### config.mk
export PLATFORM = sky130hd
export DESIGN_NAME = ghtm_ram
export DESIGN_NICKNAME = d
export VERILOG_FILES = /design/src/rtl/core/ghtm_ram.sv
export SDC_FILE = /design/constraint.sdc
export NUM_CORES = 1
export LEC_CHECK = 0
export BUFFER_PORTS_ARGS = -buffer_cell sky130_fd_sc_hd__buf_2
export CELL_PAD_IN_SITES_DETAIL_PLACEMENT = 1
export CELL_PAD_IN_SITES_GLOBAL_PLACEMENT = 1
export CORE_ASPECT_RATIO = 1.25
export CORE_MARGIN = 2
export CORE_UTILIZATION = 45
export DETAILED_ROUTE_END_ITERATION = 6
export GPL_TIMING_DRIVEN = 1
export PLACE_DENSITY_LB_ADDON = 0.1
export SYNTH_ARGS = -nofsm -noshare
export SYNTH_HDL_FRONTEND = slang
export SYNTH_SLANG_ARGS = --single-unit
export TNS_END_PERCENT = 20
### constraint.sdc
create_clock -name clk -period 4.4 [get_ports clk]
set_clock_uncertainty 0.1 [all_clocks]
set_input_delay 0.44 -clock clk [delete_from_list [all_inputs] [get_ports clk]]
set_output_delay 0.44 -clock clk [all_outputs]
set_load 0.02 [all_outputs]
### src/rtl/core/ghtm_ram.sv
module ghtm_ram #(
  parameter int WIDTH = 48,
  parameter int DEPTH = 32
) (
  input  logic                     clk,
  input  logic                     we,
  input  logic [$clog2(DEPTH)-1:0] waddr,
  input  logic [WIDTH-1:0]         wdata,
  input  logic [$clog2(DEPTH)-1:0] raddr,
  output logic [WIDTH-1:0]         rdata
);

  logic [WIDTH-1:0] mem [DEPTH];

  always_ff @(posedge clk) begin
    if (we) begin
      mem[waddr] <= wdata;
    end
    rdata <= mem[raddr];
  end

endmodule

# ---- After elaboration in Yosys (flattened, before gate mapping)
# Memories as Yosys holds them, arrays and structs flattened. A register that Yosys moved wholly into a read port is not among the register bits.
# Cells that the tools add are included.
# Widths: inputs -> output; s select.
dict set report totals {
  reg_bits 0
  mem_bits_rw 1536
  inputBits 60
  out_inout_bits 48
  wordCells 3
  mem_count 1
}
dict set report op_classes {
  muxes 2
}
# memory words width rd rd_clocked_by_memory_dff write_ports line_no
set memory_table {}
lappend memory_table {mem 32 48 1 1 1 13} ;# logic [WIDTH-1:0] mem [DEPTH];
# cell count
set op_table {}
lappend op_table {{$mux 1} 2}

# ---- Logic depth before layout (Yosys ltp)
# Gate-level depths: netlist of run 1.
dict set report logic_depth {
  word_depth 2
  ltp_mapped 8
  ltp_nobuf 5
}

# ---- Worst setup path after synthesis of run 1
# OpenSTA, ideal clock, no wires.
dict set report synth_path {
  path_type {input-to-reg}
  startpoint {in waddr[1]}
  endpoint {mem mem[12][0], enable pin}
  setup_ns 0.454
  arrival_ns 3.114
  required_ns 3.846
  setup_slack_ns 0.732
  cell_stages 3
  path_buffers 1
  cell_sequence {or3b_2 > clkbuf_1 > nor2_1}
}
# element line_no
set synth_rtl {}
lappend synth_rtl {{start, declared} 7} ;# input logic [$clog2(DEPTH)-1:0] waddr,
lappend synth_rtl {{end, declared} 13}
# Straight into the memory's write port.

==> results by group, run 1 <==
Power
  – Peak supply drop: 0.3754 mV
  – Flop pwr share: 53.4%
  – Power Internal: roughly 25 mW
  – Pwr Total: 31.57 mW
  – Psw: 6.829 mW
  – Cell Pwr Density: 459.1 nW/µm²
  – Switching part of the total power: 21.63%
  – Comb pwr share: 5.3%
  – Lkg Pwr: 23.91 nW
  – Clk pwr share: 41.3%

Clocking
  – Root Driver: clkbuf_16
  – Sink Count: 1584
  – CTS clk-pin slew, worst paths: 0.07 ns
  – TritonCTS clock tree: done
  – Clk buf depth: 3
  – Cts bufs inserted: 157
  – Postcts setup bufs: 0
  – Skew-Pair Late Insertion Delay: 0.80 ns
  – H-tree levels: 4
  – Cts hold-fix bufs: 2
  – PostCTS Resize Cnt: 0

Die
  – Core area: 133800 µm²
  – Initial core utilization: around 45%
  – I/O pin count: 108
  – Die Y: roughly 410 µm
  – Die width: ~330 µm
  – Row count: 150
  – Die Area: 137900 µm²

Synthesis
  – Share of the synthesized area in the top cell type: 75.96%
  – Yosys top cell by area: edfxtp_1
  – Distinct cells, synth: 26
  – Seq cells post-synth: ~1600
  – Mapped Area: a little over 60000 µm²
  – Post-Syn Instances: 3364
  – Syn_area_per_cell: 18.05 µm²
  – Synth Warn #: 0
  – Sequential area share after synthesis: 77.54%
  – Synth area leaders: edfxtp_1 76%, mux2i_1 13%, a22oi_1 1.8%, dfxtp_1 1.6%, a22o_1 1.4%
  – Post-synth net total: 3424

Drt
  – Iteration count of the initial detailed-routing pass: 5
  – Antenna Nets Post-Route: 0
  – Metal3 WL: roughly 6500 µm
  – Post-detailed-route DRC marker count: 0
  – Vias after detailed routing: 31470
  – Final wirelength: roughly 160000 µm
  – Initial DRC count: ~2500
  – Top Layer Used: met5
  – M1 WL: 70320 µm
  – WL met2: 81620 µm
  – Vias per inst: 5.789
  – Wirelength per Cell: 29.72 µm

Placement
  – Gpl congestion: between 0.7 and 0.8
  – IO Port Bufs: 107
  – Post-DP HPWL: 89490 µm

STA
  – Worst-Margin Slew: 1.073 ns
  – Tmin final: 2.246 ns
  – Final Hold Viols: 0
  – Final setup fails: 0
  – Fin. max-slew vios: 0
  – Part of the cycle the worst path needs: 51.04%
  – Worst rel slew slack: between 20% and 30%
  – Min Hold Slack: 0.05742 ns
  – Fmax: 445.3 MHz
  – Setup TNS Final: 0 ns
  – RSZ-0062 raised after global routing: false

Setup path
  – CP startpoint: raddr[0]
  – Worst-path fanout max: 50
  – Startpoint Class: input port
  – Critical setup path kind: input port to flop
  – Reg2reg end: rdata[6]$_DFF_P_
  – Worst path required time: 4.91 ns
  – RR Startpoint: mem[7][6]$_DFFE_PP_
  – Crit path DAT: 2.75 ns
  – Worst reg2reg setup slack: between 2 and 3 ns
  – Critical Path End: rdata[6]$_DFF_P_
  – Cells on worst reg2reg path: 5
  – Crit end category: flop

Flow run
  – Max-Cap Viols: 0

Worst hold path
  – Hold Crit Depth: 1
  – HP Class: input port to flop

Run status
  – Status: complete, no violations

Cells and area
  – Nets: 3616
  – Final core utilization: between 50% and 60%
  – Share of post-route cells with drive strength above 1: 12.91%
  – Area Growth Syn to Fin: 13.25%

Global routing
  – Largest net degree at the start of global routing: slightly above 100
  – Vias in the first global route: 33700
  – Initial antenna violation count: 5
  – First-pass GRT wire length: ~240000 µm
  – Gr usage total: 23.45%
  – Grt total ovfl: 0
==> registers in the layout (all words and copies together), names as in the netlist <==
name,count
rdata,48
mem,1536
==> cells by family (layout without fill, tap and decap cells) <==
family,after synthesis,count (layout),share of synthesized area (%)
compound gates,432,432,4.846
buf+inv,191,513,2.065
flops,1584,1584,77.54
mux,768,768,12.66
other cells,0,2,0
simple gates,389,389,2.891
==> cell usage after synthesis, drive strengths merged <==
library cell and n:
nor2b 1, edfxtp 1536, nand3b 5, nand2b 2, buf 131, nand3 146, clkbuf 60, nand2 146
a21oi 144, a31oi 48, and2 1, and2b 1, a22o 96, nor2 34, or3b 3, mux2i 768
a22oi 144, dfxtp 48, or2 1, nor3 48, or3 1
==> cell type report <==
type | count | area [µm²]
fillers | 12160 | 65040
clock buffers | 214 | 4353
well taps | 1748 | 2187
repair buffers | 224 | 1867
multi-input cells | 1589 | 12670
diodes | 2 | 5.005
flip-flops and latches | 1584 | 47090
clock inverters | 75 | 604.3
==> power by group through the flow <==
stage	clock [mW]	combinational (mW)	sequential, mW
6_report	13.1	1.66	16.9
5_1_grt	13.8	1.78	16.9
4_1_cts	13.3	1.69	16.9
3_5_place_dp	0	1.68	17.2
3_3_place_gp	0	1.64	17.2
2_1_floorplan	0	0.875	17.2
==> through the flow <==
step	area, µm²	worst slack (ns)	std cells
floorplan	60720	0.7319	3364
global placement	63790	1.425	5143
detailed placement	63790	1.323	5143
CTS	68770	2.182	5434
global route	68770	2.159	5434
finish	68770	2.154	5436
==> worst min path at each step <==
| stage | from | endpoint | slack, ns |
|---|---|---|---|
| final | wdata[15] | mem[19][15]$_DFFE_PP_ | 0.06 |
| after global routing | wdata[38] | mem[15][38]$_DFFE_PP_ | 0.05 |
| after CTS | wdata[15] | mem[6][15]$_DFFE_PP_ | 0.002 |
| after detailed placement | mem[16][18]$_DFFE_PP_ | rdata[18]$_DFF_P_ | 0.49 |
| after global placement | mem[17][33]$_DFFE_PP_ | rdata[33]$_DFF_P_ | 0.48 |
| after floorplan | wdata[0] | mem[0][0]$_DFFE_PP_ | 0.44 |
==> placed cells by master (no fill, tap or decap), drive strengths merged <==
cell	count
dfxtp	48
a31oi	48
nand3b	5
and2b	1
inv	4
clkinvlp	3
or3b	3
or2	1
edfxtp	1536
nor3	48
a22o	96
nand2b	2
and2	1
mux2i	768
dlygate4sd3	2
nand2	146
or3	1
a22oi	144
nand3	146
a21oi	144
nor2b	1
diode	2
buf	222
clkinv	59
nor2	34
bufinv	9
clkbuf	214
==> layer usage <==
metal,global-route usage [%],vias up
li1,-,13780
met1,31.64,16800
met2,39.93,675
met3,3.438,213
met4,5.986,2
met5,0,-
==> worst max-delay path: stages <==
cell	delay (ns)
buf_8	0.49
buf_12	0.28
buf_12	0.27
mux2i_1	0.25
a22o_1	0.17
nor3_1	0.06
a31oi_1	0.46
nand3_1	0.24
No activity file was read; power rests on OpenSTA's default activity.
==> run 2: changes to the inputs <==
clock period = 1.99 ns   (was 4.4 ns; I/O delays follow)
==> run 2 against run 1 <==
- first-iteration DRC count is 6.6% lower
- sequential share of layout area is 2.8 points lower
- routed wire length is 8.3% higher
- critical endpoint is now mem[3][8]$_DFFE_PP_
- cell area is 4.3% higher
- non-clock buffer count is 188 higher
- critical path depth is 3 lower
- sequential cell count stayed put
- setup slack worse by 2.1 ns
- clock power is 130% higher
- global-route usage is 2.0 points higher
- combinational power is 150% higher
- critical path type unchanged
==> results by group, run 2 (synthesis results as in run 1) <==
Drt
  – Initial DRC count: between 2000 and 2500
  – Final wirelength: 174900 µm
  – Iteration count of the initial detailed-routing pass: 7
  – Vias per inst: 5.826
  – Antenna Nets Post-Route: 0
  – Post-detailed-route DRC marker count: 0
  – Wirelength per Cell: between 30 and 40 µm
  – Vias after detailed routing: about 33000

Clocking
  – TritonCTS clock tree: done
  – H-tree levels: 4
  – Clk buf depth: 3
  – Root Driver: clkbuf_16
  – Sink Count: around 1600
  – CTS clk-pin slew, worst paths: 0.06 ns
  – Cts bufs inserted: 157
  – Skew-Pair Late Insertion Delay: 0.81 ns

Setup path
  – Startpoint Class: input port
  – Worst reg2reg setup slack: around 0.5 ns
  – Worst path required time: around 2.4 ns
  – Slowest Stage Delay on Critical Path: 0.67 ns
  – Critical setup path kind: input port to flop
  – Buf/Inv on CP: 3
  – Reg2reg end: rdata[23]$_DFF_P_
  – Worst path top cell family by delay: buffers and inverters
  – Cells on worst reg2reg path: 5
  – Most frequent CP cell: dlygate4sd3_1
  – Worst-path fanout max: 8
  – RR Startpoint: mem[1][23]$_DFFE_PP_
  – Crit path DAT: around 2.3 ns
  – CP max-delay cell: dlygate4sd3_1
  – Crit end category: flop
  – Crit path cell chain: dlygate4sd3_1 > buf_2 > or3_4 > nor2_4 > dlygate4sd3_1

STA
  – Final setup fails: 0
  – Worst rel slew slack: 59.16%
  – Fmax: 518.6 MHz
  – Fin. max-slew vios: 0
  – Final Hold Viols: 0
  – Min setup slack post-route: approximately 0.062 ns
  – Worst-Margin Slew: 0.6126 ns
  – Tmin final: 1.928 ns
  – RSZ-0062 raised after global routing: false
  – Part of the cycle the worst path needs: between 90% and 100%

Placement
  – Dpl ws: -0.1818 ns
  – Post-DP HPWL: 101800 µm
  – Gpl congestion: 0.7711
  – Placed instance count: 5275
  – IO Port Bufs: 107

Cells and area
  – Largest reg by FF count: mem
  – Largest regs: mem (1536), rdata (48)
  – Area Growth Syn to Fin: 18.12%
  – Cell Count, Final, Fillers Out: around 5600
  – Max reg flops: 1536
  – Storage cell area: 47090 µm²
  – Most frequent cells in the layout: 1536 x edfxtp_1, 768 x mux2i_1, 162 x clkbuf_16
  – Nets: between 3000 and 4000
  – Most common cell after layout, fill and taps aside: edfxtp_1
  – Filler cells: 11980
  – Share of post-route cells with drive strength above 1: 15.83%
  – Multi-input gate area: ~13000 µm²

Die
  – Row count: 150
  – Core area: around 130000 µm²
  – Die Area: 137900 µm²
  – Initial core utilization: ~45%
  – I/O pin count: 108
  – Die width: 332.6 µm
  – Die Y: 414.7 µm

Run status
  – Status: complete, no violations

Power
  – Cell Pwr Density: 989.4 nW/µm²
  – Lkg Pwr: 25.23 nW
  – Peak supply drop: 0.8021 mV

Global routing
  – First-pass GRT wire length: approximately 250000 µm
  – Vias in the first global route: approximately 35000
  – Largest net degree at the start of global routing: between 50 and 60
  – Grt total ovfl: 0
  – Gr usage total: 25.46%
  – Initial antenna violation count: 4

Worst hold path
  – HP Class: input port to flop
  – Hold Crit Depth: 6
  – Worst hold endpoint: rdata[4]$_DFF_P_
  – Min-delay src: raddr[1]

Flow run
  – Max-Cap Viols: 0
## run 2: changes by cell type in the layout (fill, tap and decap cells not counted), moves of 3 or more
cell / before / now
buf_4: 80 / 116
inv_6: 4 / 1
clkbuf_16: 165 / 162
buf_12: 35 / 131
clkbuf_8: 4 / 7
or3b_2: 3 / 0
clkinv_8: 2 / 8
bufinv_16: 9 / 13
clkinv_2: 24 / 15
or3b_4: 0 / 3
clkinv_4: 0 / 5
dlygate4sd3_1: 2 / 58
## run 2: how the worst max path moves through the flow
stage	start	to	depth (start not counted)	slack [ns]
6_report	waddr[3]	mem[3][8]$_DFFE_PP_	5	0.06
5_1_grt	raddr[2]	rdata[23]$_DFF_P_	8	0.01
4_1_cts	rdata[34]$_DFF_P_	rdata[34]	1	0.06
3_5_place_dp	raddr[2]	rdata[23]$_DFF_P_	7	-0.18
3_3_place_gp	raddr[2]	rdata[23]$_DFF_P_	7	-0.14
2_1_floorplan	waddr[0]	mem[10][0]$_DFFE_PP_	2	-0.23
## run 2: layout make-up
type / instances / area share [%]
Sequential cell: 1584 / 65.64
Multi-Input combinational cell: 1589 / 17.69
Timing Repair Buffer: 412 / 6.440
Clock buffer: 215 / 6.027
Tap cell: 1748 / 3.049
Clock inverter: 78 / 1.144
Antenna cell: 2 / 0.006977
## run 2: worst reg2reg max path: stages, from the launching register on
cell and delay, ns:
edfxtp_1 0.37, mux2i_1 0.16, a22o_1 0.16, nor3_1 0.06
a31oi_1 0.27, nand3_1 0.21
## run 2: timing repair
item                                   in CTS  in global routing
endpoints found under the hold margin    1548                  0
hold buffers                               58                  0
gates resized for setup                     0                  1
setup endpoints to repair                   0                  1
buffers inserted                            0                  0
## run 2: metal layers
metal | track usage [%] | wire [µm] | vias up
met2 | 45.12 | 91240 | 742
met3 | 3.069 | 6646 | 245
met4 | 7.311 | 4173 | 0
met5 | 0 | 0 | -
li1 | - | - | 14170
met1 | 32.88 | 72880 | 17630
## run 2: report_power, final
part / internal (mW) / switching (mW) / total [mW]
clock: 17.0 / 12.6 / 29.6
combinational: 1.47 / 2.61 / 4.08
sequential: 37.1 / 0.206 / 37.3
## run 2: through the flow
step | total power, mW | area, µm² | TNS (ns) | hold WS [ns] | utilization [%]
after floorplan | 40.04 | 61000 | -249.51 | 0.1979 | -
after global placement | 41.88 | 65990 | -0.4406 | 0.4801 | 49.32
after detailed placement | 42.00 | 65990 | -0.7256 | 0.4959 | 49.32
after CTS | 71.56 | 71720 | 0 | 0.004791 | 53.60
after global routing | 72.95 | 71730 | 0 | 0.05351 | 53.60
final | 70.97 | 71730 | 0 | 0.07405 | 53.60
